### src/llua_pkg.sv
// Shared types and codes of the least-loaded unit allocator.
`default_nettype none

package llua_pkg;

  localparam int UNIT_W   = 6;
  localparam int LOADED_W = 7;
  localparam int BUSY_W   = 9;
  localparam int DEV_W    = 4;

  localparam logic [BUSY_W-1:0] BUSY_MAX = 9'd511;

  localparam logic [2:0] OP_LOAD      = 3'd0;
  localparam logic [2:0] OP_GRAB_SEL  = 3'd1;
  localparam logic [2:0] OP_GRAB_EXCL = 3'd2;
  localparam logic [2:0] OP_PUT       = 3'd3;
  localparam logic [2:0] OP_PUT_BL    = 3'd4;
  localparam logic [2:0] OP_CLEAR     = 3'd5;

  localparam logic [1:0] ST_OK      = 2'd0;
  localparam logic [1:0] ST_NONE    = 2'd1;
  localparam logic [1:0] ST_FULL    = 2'd2;
  localparam logic [1:0] ST_IGNORED = 2'd3;

  // Request context; all but max_sharers held steady for the whole scan.
  typedef struct packed {
    logic [2:0]          op;
    logic [3:0]          node;
    logic [4:0]          dev;
    logic [6:0]          func;
    logic [6:0]          inst;
    logic [15:0]         excl;
    logic [3:0]          max_sharers;
    logic [UNIT_W-1:0]   target;
    logic [LOADED_W-1:0] loaded;
  } cell_ctl_t;

  // State updates issued when a request completes.
  typedef struct packed {
    logic              load;
    logic [2:0]        ld_node;
    logic [DEV_W-1:0]  ld_dev;
    logic [5:0]        ld_func;
    logic [5:0]        ld_inst;
    logic              ld_blk;
    logic              inc;
    logic              dec;
    logic              blacklist;
    logic [UNIT_W-1:0] unit;
    logic              clear;
    logic              busy_we;
    logic [DEV_W-1:0]  busy_idx;
    logic [BUSY_W-1:0] busy_val;
  } cell_upd_t;

  // Scan token passed from cell to cell.
  typedef struct packed {
    logic              valid;
    logic              have;
    logic [UNIT_W-1:0] unit;
    logic [BUSY_W-1:0] cnt;
    logic [DEV_W-1:0]  dev;
  } token_t;

endpackage

`default_nettype wire

### src/llua_channels.sv
// Request and response channel interfaces of the allocator.
`default_nettype none

interface llua_req_if;
  logic              valid;
  logic              ready;
  logic [2:0]        op;
  logic [4:0]        unit_index;
  logic signed [3:0] numa_node;
  logic signed [4:0] device_number;
  logic signed [6:0] function_number;
  logic signed [6:0] instance_number;
  logic              started_ok;
  logic [15:0]       exclude_devices;

  modport source (output valid, op, unit_index, numa_node, device_number,
                  function_number, instance_number, started_ok, exclude_devices,
                  input ready);
  modport sink (input valid, op, unit_index, numa_node, device_number,
                function_number, instance_number, started_ok, exclude_devices,
                output ready);
endinterface

interface llua_rsp_if;
  logic       valid;
  logic       ready;
  logic       found;
  logic [4:0] chosen_unit;
  logic [3:0] chosen_device;
  logic [1:0] status;

  modport source (output valid, found, chosen_unit, chosen_device, status,
                  input ready);
  modport sink (input valid, found, chosen_unit, chosen_device, status,
                output ready);
endinterface

`default_nettype wire

### src/llua_cell.sv
// One unit entry of the allocator chain with its stage of the scan token.
`default_nettype none

module llua_cell import llua_pkg::*; #(
  parameter int IDX = 0
) (
  input  logic      clk,
  input  logic      rst,
  input  cell_ctl_t ctl,
  input  cell_upd_t upd,
  input  token_t    tok_in,
  output token_t    tok_out
);

  localparam logic [UNIT_W-1:0]   MY_IDX = UNIT_W'(IDX);
  localparam logic [LOADED_W-1:0] MY_POS = LOADED_W'(IDX);

  logic [2:0]        node;
  logic [DEV_W-1:0]  dev;
  logic [5:0]        func;
  logic [5:0]        inst;
  logic [DEV_W-1:0]  bidx;
  logic [BUSY_W-1:0] busy_copy;
  logic [3:0]        refs;
  logic              blk;

  logic              t_valid;
  logic              t_have;
  logic [UNIT_W-1:0] t_unit;
  logic [BUSY_W-1:0] t_cnt;
  logic [DEV_W-1:0]  t_dev;

  logic loaded, usable, sel_ok, excl_ok, cand;
  logic take_grab, take_put, take;
  logic load_hit, upd_hit;

  assign loaded   = MY_POS < ctl.loaded;
  assign load_hit = upd.load && (MY_POS == ctl.loaded);
  assign upd_hit  = upd.unit == MY_IDX;

  assign usable  = loaded && !blk && (refs < ctl.max_sharers);
  // a negative filter id is a wildcard
  assign sel_ok  = (ctl.node[3] || (ctl.node[2:0] == node)) &&
                   (ctl.dev[4]  || (ctl.dev[3:0]  == dev))  &&
                   (ctl.func[6] || (ctl.func[5:0] == func)) &&
                   (ctl.inst[6] || (ctl.inst[5:0] == inst));
  assign excl_ok = !ctl.excl[dev];
  assign cand    = usable && ((ctl.op == OP_GRAB_SEL) ? sel_ok : excl_ok);

  assign take_grab = ((ctl.op == OP_GRAB_SEL) || (ctl.op == OP_GRAB_EXCL)) && cand &&
                     (!tok_in.have || (busy_copy < tok_in.cnt));
  assign take_put  = ((ctl.op == OP_PUT) || (ctl.op == OP_PUT_BL)) &&
                     (ctl.target == MY_IDX) && loaded && (refs != 4'd0);
  assign take      = tok_in.valid && (take_grab || take_put);

  always_ff @(posedge clk) begin
    if (rst) begin
      refs <= 4'd0;
      blk  <= 1'b0;
    end else begin
      priority if (upd.clear) begin
        refs <= 4'd0;
        blk  <= 1'b0;
      end else if (load_hit) begin
        refs <= 4'd0;
        blk  <= upd.ld_blk;
      end else if (upd.inc && upd_hit) begin
        refs <= refs + 4'd1;
      end else if (upd.dec && upd_hit) begin
        refs <= refs - 4'd1;
        if (upd.blacklist) begin
          blk <= 1'b1;
        end
      end
    end
  end

  always_ff @(posedge clk) begin
    if (load_hit) begin
      node <= upd.ld_node;
      dev  <= upd.ld_dev;
      func <= upd.ld_func;
      inst <= upd.ld_inst;
      bidx <= upd.busy_idx;
    end
    if (upd.busy_we && (load_hit || (bidx == upd.busy_idx))) begin
      busy_copy <= upd.busy_val;
    end
  end

  always_ff @(posedge clk) begin
    if (rst) begin
      t_valid <= 1'b0;
    end else begin
      t_valid <= tok_in.valid;
    end
  end

  always_ff @(posedge clk) begin
    if (take) begin
      t_have <= 1'b1;
      t_unit <= MY_IDX;
      t_cnt  <= busy_copy;
      t_dev  <= dev;
    end else begin
      t_have <= tok_in.have;
      t_unit <= tok_in.unit;
      t_cnt  <= tok_in.cnt;
      t_dev  <= tok_in.dev;
    end
  end

  assign tok_out = '{valid: t_valid, have: t_have, unit: t_unit, cnt: t_cnt, dev: t_dev};

endmodule

`default_nettype wire

### src/least_loaded_unit_allocator.sv
// Least-loaded unit allocator: unit table as a chain of cells, one request at a time.
//
// Holds up to NUM_UNITS accelerator units and a busy count per device. A grab or a
// put back sends a token down the chain of unit cells, one cell per cycle, and its
// result is taken from the token that leaves the last cell; load, clear and unused
// ops skip the chain and go to the finish state. A new request is taken while the
// last result still waits on rsp; the next result waits for that one to be taken.
// max_sharers is written through cfg_we/cfg_data and resets to 1. No clearing pass
// follows reset.
`default_nettype none

module least_loaded_unit_allocator import llua_pkg::*; #(
  parameter int NUM_UNITS   = 32,
  parameter int NUM_DEVICES = 16
) (
  input  logic              clk,
  input  logic              rst,
  input  logic              cfg_we,
  input  logic [3:0]        cfg_data,
  llua_req_if.sink          req,
  llua_rsp_if.source        rsp
);

  localparam int NBUSY = (NUM_DEVICES < 16) ? NUM_DEVICES : 16;
  localparam int BW    = (NBUSY > 1) ? $clog2(NBUSY) : 1;
  localparam int LW    = $clog2(NUM_UNITS + 1);

  typedef enum logic [2:0] {
    S_IDLE   = 3'b001,
    S_SCAN   = 3'b010,
    S_FINISH = 3'b100
  } state_t;

  state_t state;

  logic [2:0]  req_op;
  logic [4:0]  req_idx;
  logic [3:0]  req_node;
  logic [4:0]  req_dev;
  logic [6:0]  req_func;
  logic [6:0]  req_inst;
  logic        req_ok;
  logic [15:0] req_excl;

  logic [3:0]        max_sharers;
  logic [LW-1:0]     units_loaded;
  logic [BUSY_W-1:0] busy [NBUSY];
  logic              launch;
  token_t            res_tok;

  logic       out_valid;
  logic       out_found;
  logic [4:0] out_unit;
  logic [3:0] out_dev;
  logic [1:0] out_status;

  logic [DEV_W-1:0] dev_map [16];

  token_t    tok [NUM_UNITS+1];
  cell_ctl_t ctl;
  cell_upd_t upd;

  logic is_grab, is_put, is_load, is_clear, full, commit, accept;
  logic [DEV_W-1:0]  bsel;
  logic [BUSY_W-1:0] bcur, bnext;
  logic              busy_we;

  logic       res_found;
  logic [4:0] res_unit;
  logic [3:0] res_dev;
  logic [1:0] res_status;

  // device id to busy counter
  for (genvar d = 0; d < 16; d++) begin : g_map
    assign dev_map[d] = DEV_W'(d % NUM_DEVICES);
  end

  assign is_grab  = (req_op == OP_GRAB_SEL) || (req_op == OP_GRAB_EXCL);
  assign is_put   = (req_op == OP_PUT) || (req_op == OP_PUT_BL);
  assign is_load  = req_op == OP_LOAD;
  assign is_clear = req_op == OP_CLEAR;
  assign full     = units_loaded >= LW'(NUM_UNITS);

  assign accept  = req.valid && req.ready;
  assign commit  = (state == S_FINISH) && (!out_valid || rsp.ready);
  assign req.ready = state == S_IDLE;

  assign bsel = is_load ? dev_map[req_dev[3:0]] : dev_map[res_tok.dev];
  assign bcur = busy[bsel[BW-1:0]];

  always_comb begin
    bnext = bcur;
    if (is_grab && res_tok.have && (bcur < BUSY_MAX)) begin
      bnext = bcur + 9'd1;
    end else if (is_put && res_tok.have && (bcur != 9'd0)) begin
      bnext = bcur - 9'd1;
    end
  end

  assign busy_we = commit && ((is_load && !full) || ((is_grab || is_put) && res_tok.have));

  always_comb begin
    res_found  = 1'b0;
    res_unit   = 5'd0;
    res_dev    = 4'd0;
    res_status = ST_OK;
    unique case (req_op)
      OP_LOAD: begin
        if (full) begin
          res_status = ST_FULL;
        end else begin
          res_unit = 5'(units_loaded);
          res_dev  = req_dev[3:0];
        end
      end
      OP_GRAB_SEL, OP_GRAB_EXCL: begin
        if (res_tok.have) begin
          res_found = 1'b1;
          res_unit  = 5'(res_tok.unit);
          res_dev   = res_tok.dev;
        end else begin
          res_status = ST_NONE;
        end
      end
      OP_PUT, OP_PUT_BL: begin
        if (res_tok.have) begin
          res_unit = 5'(res_tok.unit);
          res_dev  = res_tok.dev;
        end else begin
          res_status = ST_IGNORED;
        end
      end
      default: begin
      end
    endcase
  end

  assign ctl = '{op: req_op, node: req_node, dev: req_dev, func: req_func,
                 inst: req_inst, excl: req_excl, max_sharers: max_sharers,
                 target: UNIT_W'(req_idx), loaded: LOADED_W'(units_loaded)};

  assign upd = '{load: commit && is_load && !full,
                 ld_node: req_node[2:0], ld_dev: req_dev[3:0],
                 ld_func: req_func[5:0], ld_inst: req_inst[5:0], ld_blk: !req_ok,
                 inc: commit && is_grab && res_tok.have,
                 dec: commit && is_put && res_tok.have,
                 blacklist: req_op == OP_PUT_BL, unit: res_tok.unit,
                 clear: commit && is_clear,
                 busy_we: busy_we, busy_idx: bsel, busy_val: bnext};

  assign tok[0] = '{valid: launch, have: 1'b0, unit: '0, cnt: '0, dev: '0};

  for (genvar i = 0; i < NUM_UNITS; i++) begin : g_cell
    llua_cell #(.IDX(i)) u_cell (
      .clk     (clk),
      .rst     (rst),
      .ctl     (ctl),
      .upd     (upd),
      .tok_in  (tok[i]),
      .tok_out (tok[i+1])
    );
  end

  always_ff @(posedge clk) begin
    if (rst) begin
      state  <= S_IDLE;
      launch <= 1'b0;
    end else begin
      launch <= 1'b0;
      unique case (state)
        S_IDLE: begin
          if (accept) begin
            if ((req.op == OP_GRAB_SEL) || (req.op == OP_GRAB_EXCL) ||
                (req.op == OP_PUT) || (req.op == OP_PUT_BL)) begin
              state  <= S_SCAN;
              launch <= 1'b1;
            end else begin
              state <= S_FINISH;
            end
          end
        end
        S_SCAN: begin
          if (tok[NUM_UNITS].valid) begin
            state <= S_FINISH;
          end
        end
        S_FINISH: begin
          if (commit) begin
            state <= S_IDLE;
          end
        end
        default: state <= S_IDLE;
      endcase
    end
  end

  always_ff @(posedge clk) begin
    if (accept) begin
      req_op   <= req.op;
      req_idx  <= req.unit_index;
      req_node <= req.numa_node;
      req_dev  <= req.device_number;
      req_func <= req.function_number;
      req_inst <= req.instance_number;
      req_ok   <= req.started_ok;
      req_excl <= req.exclude_devices;
    end
    if ((state == S_SCAN) && tok[NUM_UNITS].valid) begin
      res_tok <= tok[NUM_UNITS];
    end
  end

  always_ff @(posedge clk) begin
    if (rst) begin
      max_sharers  <= 4'd1;
      units_loaded <= '0;
      for (int b = 0; b < NBUSY; b++) begin
        busy[b] <= '0;
      end
    end else begin
      if (cfg_we) begin
        max_sharers <= cfg_data;
      end
      if (upd.clear) begin
        units_loaded <= '0;
        for (int b = 0; b < NBUSY; b++) begin
          busy[b] <= '0;
        end
      end else begin
        if (upd.load) begin
          units_loaded <= units_loaded + LW'(1);
        end
        if (busy_we) begin
          busy[bsel[BW-1:0]] <= bnext;
        end
      end
    end
  end

  always_ff @(posedge clk) begin
    if (rst) begin
      out_valid <= 1'b0;
    end else if (commit) begin
      out_valid <= 1'b1;
    end else if (rsp.ready) begin
      out_valid <= 1'b0;
    end
  end

  always_ff @(posedge clk) begin
    if (commit) begin
      out_found  <= res_found;
      out_unit   <= res_unit;
      out_dev    <= res_dev;
      out_status <= res_status;
    end
  end

  assign rsp.valid         = out_valid;
  assign rsp.found         = out_found;
  assign rsp.chosen_unit   = out_unit;
  assign rsp.chosen_device = out_dev;
  assign rsp.status        = out_status;

endmodule

`default_nettype wire

### src/flat_wrapper.sv
// flat-port wrapper written by rule: the top's interface ports become plain ports
module least_loaded_unit_allocator_flat import llua_pkg::*;
#(
  parameter int NUM_UNITS   = 32,
  parameter int NUM_DEVICES = 16
)
  (clk, rst, cfg_we, cfg_data, req_valid, req_op, req_unit_index, req_numa_node, req_device_number, req_function_number, req_instance_number, req_started_ok, req_exclude_devices, req_ready, rsp_valid, rsp_found, rsp_chosen_unit, rsp_chosen_device, rsp_status, rsp_ready);
  llua_req_if req_i ();
  llua_rsp_if rsp_i ();
  input  logic clk;
  input  logic rst;
  input  logic cfg_we;
  input  logic [3:0] cfg_data;
  input wire logic [$bits(req_i.valid)-1:0] req_valid;
  input wire logic [$bits(req_i.op)-1:0] req_op;
  input wire logic [$bits(req_i.unit_index)-1:0] req_unit_index;
  input wire logic [$bits(req_i.numa_node)-1:0] req_numa_node;
  input wire logic [$bits(req_i.device_number)-1:0] req_device_number;
  input wire logic [$bits(req_i.function_number)-1:0] req_function_number;
  input wire logic [$bits(req_i.instance_number)-1:0] req_instance_number;
  input wire logic [$bits(req_i.started_ok)-1:0] req_started_ok;
  input wire logic [$bits(req_i.exclude_devices)-1:0] req_exclude_devices;
  output wire logic [$bits(req_i.ready)-1:0] req_ready;
  output wire logic [$bits(rsp_i.valid)-1:0] rsp_valid;
  output wire logic [$bits(rsp_i.found)-1:0] rsp_found;
  output wire logic [$bits(rsp_i.chosen_unit)-1:0] rsp_chosen_unit;
  output wire logic [$bits(rsp_i.chosen_device)-1:0] rsp_chosen_device;
  output wire logic [$bits(rsp_i.status)-1:0] rsp_status;
  input wire logic [$bits(rsp_i.ready)-1:0] rsp_ready;
  assign req_i.valid = req_valid;
  assign req_i.op = req_op;
  assign req_i.unit_index = req_unit_index;
  assign req_i.numa_node = req_numa_node;
  assign req_i.device_number = req_device_number;
  assign req_i.function_number = req_function_number;
  assign req_i.instance_number = req_instance_number;
  assign req_i.started_ok = req_started_ok;
  assign req_i.exclude_devices = req_exclude_devices;
  assign req_ready = req_i.ready;
  assign rsp_valid = rsp_i.valid;
  assign rsp_found = rsp_i.found;
  assign rsp_chosen_unit = rsp_i.chosen_unit;
  assign rsp_chosen_device = rsp_i.chosen_device;
  assign rsp_status = rsp_i.status;
  assign rsp_i.ready = rsp_ready;
  least_loaded_unit_allocator #(.NUM_UNITS(NUM_UNITS), .NUM_DEVICES(NUM_DEVICES)) u_core (.clk(clk), .rst(rst), .cfg_we(cfg_we), .cfg_data(cfg_data), .req(req_i), .rsp(rsp_i));
endmodule
### config.mk
export PLATFORM = sky130hd
export DESIGN_NAME = least_loaded_unit_allocator_flat
export DESIGN_NICKNAME = d
export VERILOG_FILES = /design/src/llua_pkg.sv /design/src/llua_channels.sv /design/src/llua_cell.sv /design/src/least_loaded_unit_allocator.sv /design/src/flat_wrapper.sv
export SDC_FILE = /design/constraint.sdc
export NUM_CORES = 2
export LEC_CHECK = 0
export ABC_AREA = 1
export BUFFER_PORTS_ARGS = -buffer_cell sky130_fd_sc_hd__buf_2
export CAP_MARGIN = 20
export CORE_UTILIZATION = 50
export CTS_BUF_LIST = sky130_fd_sc_hd__clkbuf_16
export DETAILED_ROUTE_END_ITERATION = 6
export PLACE_DENSITY = 0.78
export SLEW_MARGIN = 20
export SYNTH_ARGS = -nofsm -noshare
export SYNTH_HDL_FRONTEND = slang
export SYNTH_SLANG_ARGS = --single-unit
### constraint.sdc
create_clock -name clk -period 5.9 [get_ports clk]
set_clock_uncertainty 0.1 [all_clocks]
set_input_delay 1.77 -clock clk [delete_from_list [all_inputs] [get_ports clk]]
set_output_delay 1.77 -clock clk [all_outputs]
set_load 0.01 [all_outputs]
==> summary.md <==
| Metric | Value |
|---|---|
| Antenna violations before repair | `12` |
| Antenna-violating nets left | `0` |
| Overflow after GRT | `0` |
| Commonest non-fill, non-tap cell in the layout | `nand2_1` |
| Syn nets | `10300` |
| Initial detailed-routing violation count | `10100` |
| Routed vias/inst | `5.92` |
| Crit end category | `flip-flop` |
| Critical Path Start Type | `flip-flop` |
| Largest net degree at the start of global routing | `64` |
| Leak pwr | `41.0 nW` |
| Share of post-route cells with drive strength above 1 | `8.36%` |
| Number of inserted filler cells in the final layout | `15400` |
| Post-synth EDFFs | `1238` |
| CTS max path bufs | `3` |
| Internal power consumption | `23.2 mW` |
| Proportion of synthesized area in mux cells | `0.0348%` |
| Synthesized instance count | `9829` |
| Number of standard cells in the final layout excluding fillers | `12600` |
| Largest driver fanout on the critical path | `40` |
| Relative contribution of combinational cells to total power | `10.5%` |
| Core Box Area | `0.186 mm^2` |
| Post-synthesis sequential area ratio | `56.3%` |
| Flop pwr share | `48.9%` |
| Top post-synthesis cells by area | `edfxtp_1 40%, dfxtp_1 17%, nand2_1 7.0%` |
| Drc violations | `6` |
| Violated checks | `design-rule violations` |
| Inst Count DP | `12200` |
| Clock share of power | `40.6%` |
| Hpwl dp | `214000 um` |
| Top-area cell type share of the netlist area | `39.7%` |
| Area added between synthesis and finish | `11.7%` |
| Synthesized-area fraction occupied by ao, oa, aoi and oai cells | `10.8%` |
| VDD IR max | `0.000275 V` |
| Average cell area after synthesis | `9.52 um^2` |
| Wirelength per Cell | `24.5 um` |
| TritonCTS clock tree | `yes` |
| Port Buf Inserts | `70` |
| Drt first pass iters | `7` |
| Max Cap Viol | `0` |
| Via count | `74800` |
| Routability Congestion | `1.07` |
| Fraction of the mapped netlist area in adder cells | `6.21%` |
| Primary flip-flop cell chosen by synthesis mapping | `edfxtp_1` |
| RSZ-0062 raised after global routing | `false` |
| Final hold violations | `0` |
| Max stage delay on crit path | `660 ps` |
| Maximum level of the CTS H-tree | `4` |
| Max Freq | `172 MHz` |
| Via count of the first global-routing pass | `71800` |
| Shortest clock period the worst path allows after layout | `5800 ps` |
| Total power per unit cell area | `302 mW/mm^2` |
| Area of the mapped netlist | `0.0936 mm^2` |
| Post-cts repair resize count | `1` |
| Ordered list of cells on the worst path | `buf_4 > buf_4 > xor2_1 > o31ai_2 > nand3_1 > o21ai_1 > nand3_1 > o41ai_1 > nand2_1 > inv_1 > o21ai_0` |
| Combined buffer and inverter count along the critical path | `3` |
| Slew headroom | `19.4%` |
| Class of the worst hold path | `flip-flop to flip-flop` |
| Arrival time of data at the critical path endpoint | `6400 ps` |
| Sinks on Clock Net | `2013` |
| Die Span Y | `435 um` |
| Count of hold buffers inserted by post-cts repair | `0` |
| Initial Utilization | `50.4%` |
| Postcts setup bufs | `0` |
| Total non-filler cell area in the finished layout | `0.104 mm^2` |
| Chip width | `435 um` |
| Ratio of final minimum period to clock period | `98.4%` |
| Number of nets in the layout | `10500` |
| Largest family of logic cells by synthesized area | `simple AND/OR/NAND/NOR gates` |
| Transition time of the tightest slew-check pin | `1200 ps` |
| Clock-pin slew on the worst setup and hold paths | `60 ps` |
| Critical path's top delay family | `compound AO/OA/AOI/OAI gates` |
| Simple logic cell fraction of the synthesized area | `16.2%` |
| Result of the run | `complete, but fails checks` |
| Max Slew Vio Count | `0` |
| Share of flip-flops with an asynchronous set or reset after synthesis | `0%` |
| Full die area | `0.189 mm^2` |
| Crit path kind | `flip-flop to flip-flop` |
| Wire length of the first global-routing pass | `449000 um` |
| Commonest non-fill, non-tap cells in the layout | `1741 x nand2_1, 1238 x edfxtp_1, 1149 x inv_1` |
| GRT Resource Usage Total | `32.3%` |
| Number of distinct library cell variants in the gate-level netlist after synthesis | `66` |
| Largest area contributor in the synthesized netlist | `edfxtp_1` |
| Slowest stage cell on the critical path | `o31ai_2` |
| Final hold slack | `276 ps` |
| TritonCTS Buffers | `202` |
| Setup violators final | `0` |
| Synth warnings | `0` |
| Total cell area at the placement stage | `0.0978 mm^2` |
| XOR/XNOR share of the synthesized area | `4.21%` |
| Std cell rows | `158` |
| Power spent charging and discharging nets | `8.36 mW` |
| Data required time of the critical path | `6500 ps` |
| IO Count | `71` |
| Switching share of power | `26.5%` |
| Sum of routed wire length over all layers | `310000 um` |
| Number of synthesized register bits | `2013` |
| Clock latency of the later-clocked register in the worst-skew pair | `900 ps` |
| Clock root buffer | `clkbuf_16` |
[worst paths after layout]
check,startpoint,endpoint,slack [ps],cells after the start
min,u_core.g_cell[7].u_cell.t_valid$_SDFF_PP0_,u_core.g_cell[8].u_cell.t_valid$_SDFF_PP0_,280,2
max reg2reg,u_core.req_dev[0]$_DFFE_PP_,u_core.g_cell[12].u_cell.t_cnt[4]$_DFF_P_,100,11
max,u_core.req_dev[0]$_DFFE_PP_,u_core.g_cell[12].u_cell.t_cnt[4]$_DFF_P_,100,11
min reg2reg,u_core.g_cell[7].u_cell.t_valid$_SDFF_PP0_,u_core.g_cell[8].u_cell.t_valid$_SDFF_PP0_,280,2
[routing by layer]
metal	part of all wire, %	GRT usage (%)	wire (um)
met3	11	6.97	34500
met5	0.015	0	46
met2	44	49.5	135000
met4	7.8	22.2	24000
met1	38	41.0	116000
[Yosys cell counts (all sizes together) (33+ instances only)]
library cell and n:
a211oi 51, a21oi 587, a31oi 33, buf 83, clkbuf 325, dfxtp 775
edfxtp 1238, ha 413, inv 1124, nand2 1754, nand3 419, nand4 117
nor2 977, nor3 121, nor4 92, o211ai 73, o21ai 766, o22ai 45
o31ai 49, o41ai 36, or2 88, xnor2 134, xor2 315
[registers in the layout, summed over array words and instances (netlist names), 6 cells and up]
register	flops
u_core.g_cell.u_cell.busy_copy	288
u_core.g_cell.u_cell.t_cnt	279
u_core.g_cell.u_cell.func	192
u_core.g_cell.u_cell.inst	192
u_core.busy	144
u_core.g_cell.u_cell.t_unit	129
u_core.g_cell.u_cell.bidx	128
u_core.g_cell.u_cell.dev	128
u_core.g_cell.u_cell.refs	128
u_core.g_cell.u_cell.t_dev	128
u_core.g_cell.u_cell.node	96
u_core.g_cell.u_cell.blk	32
u_core.g_cell.u_cell.t_have	32
u_core.g_cell.u_cell.t_valid	32
u_core.req_excl	16
u_core.res_tok	10
u_core.req_func	7
u_core.req_inst	7
u_core.units_loaded	6
[worst reg2reg max path, cell delays in order (launching register included)]
cell,delay (ps)
edfxtp_1,540
buf_4,590
buf_4,520
xor2_1,140
o31ai_2,660
nand3_1,360
o21ai_1,600
nand3_1,390
o41ai_1,290
nand2_1,560
inv_1,610
o21ai_0,240
[cell families after synthesis]
| logic type | count (synthesis) |
|---|---|
| compound gates | 1781 |
| xor+xnor | 449 |
| fa+ha+maj | 445 |
| buf+inv | 1548 |
| flops | 2013 |
| mux | 3 |
| simple gates | 3590 |
[area by class of cell]
cell class | instances | area, um^2 | share of cell area, %
inverter | 1140 | 4280 | 4.09
timing repair buffer | 350 | 2580 | 2.47
clock buffer | 210 | 5260 | 5.03
sequential | 2013 | 52700 | 50.4
clock inverter | 173 | 1360 | 1.30
tap | 2480 | 3100 | 2.97
multi-input combinational | 6268 | 35200 | 33.7
antenna | 6 | 15.0 | 0.0144
[metrics by stage]
| step | setup TNS, ps | total power, mW | setup WS [ps] | utilization (%) |
|---|---|---|---|---|
| after floorplan | 0 | 17.3 | 477 | - |
| after global placement | 0 | 18.8 | 49.3 | 52.7 |
| after detailed placement | -23.5 | 18.9 | -19.3 | 52.7 |
| after CTS | 0 | 31.4 | 235 | 56.3 |
| after global routing | 0 | 32.2 | 94.7 | 56.3 |
| final | 0 | 31.5 | 97.3 | 56.3 |
[power by group through the flow]
stage | sequential [mW] | combinational (mW) | clock (mW)
final | 15.4 | 3.31 | 12.8
after global routing | 15.4 | 3.41 | 13.4
after CTS | 15.4 | 3.19 | 12.9
after detailed placement | 15.7 | 3.17 | 0
after global placement | 15.7 | 3.10 | 0
after floorplan | 15.7 | 1.59 | 0
Power figures use the tool's default switching activity.
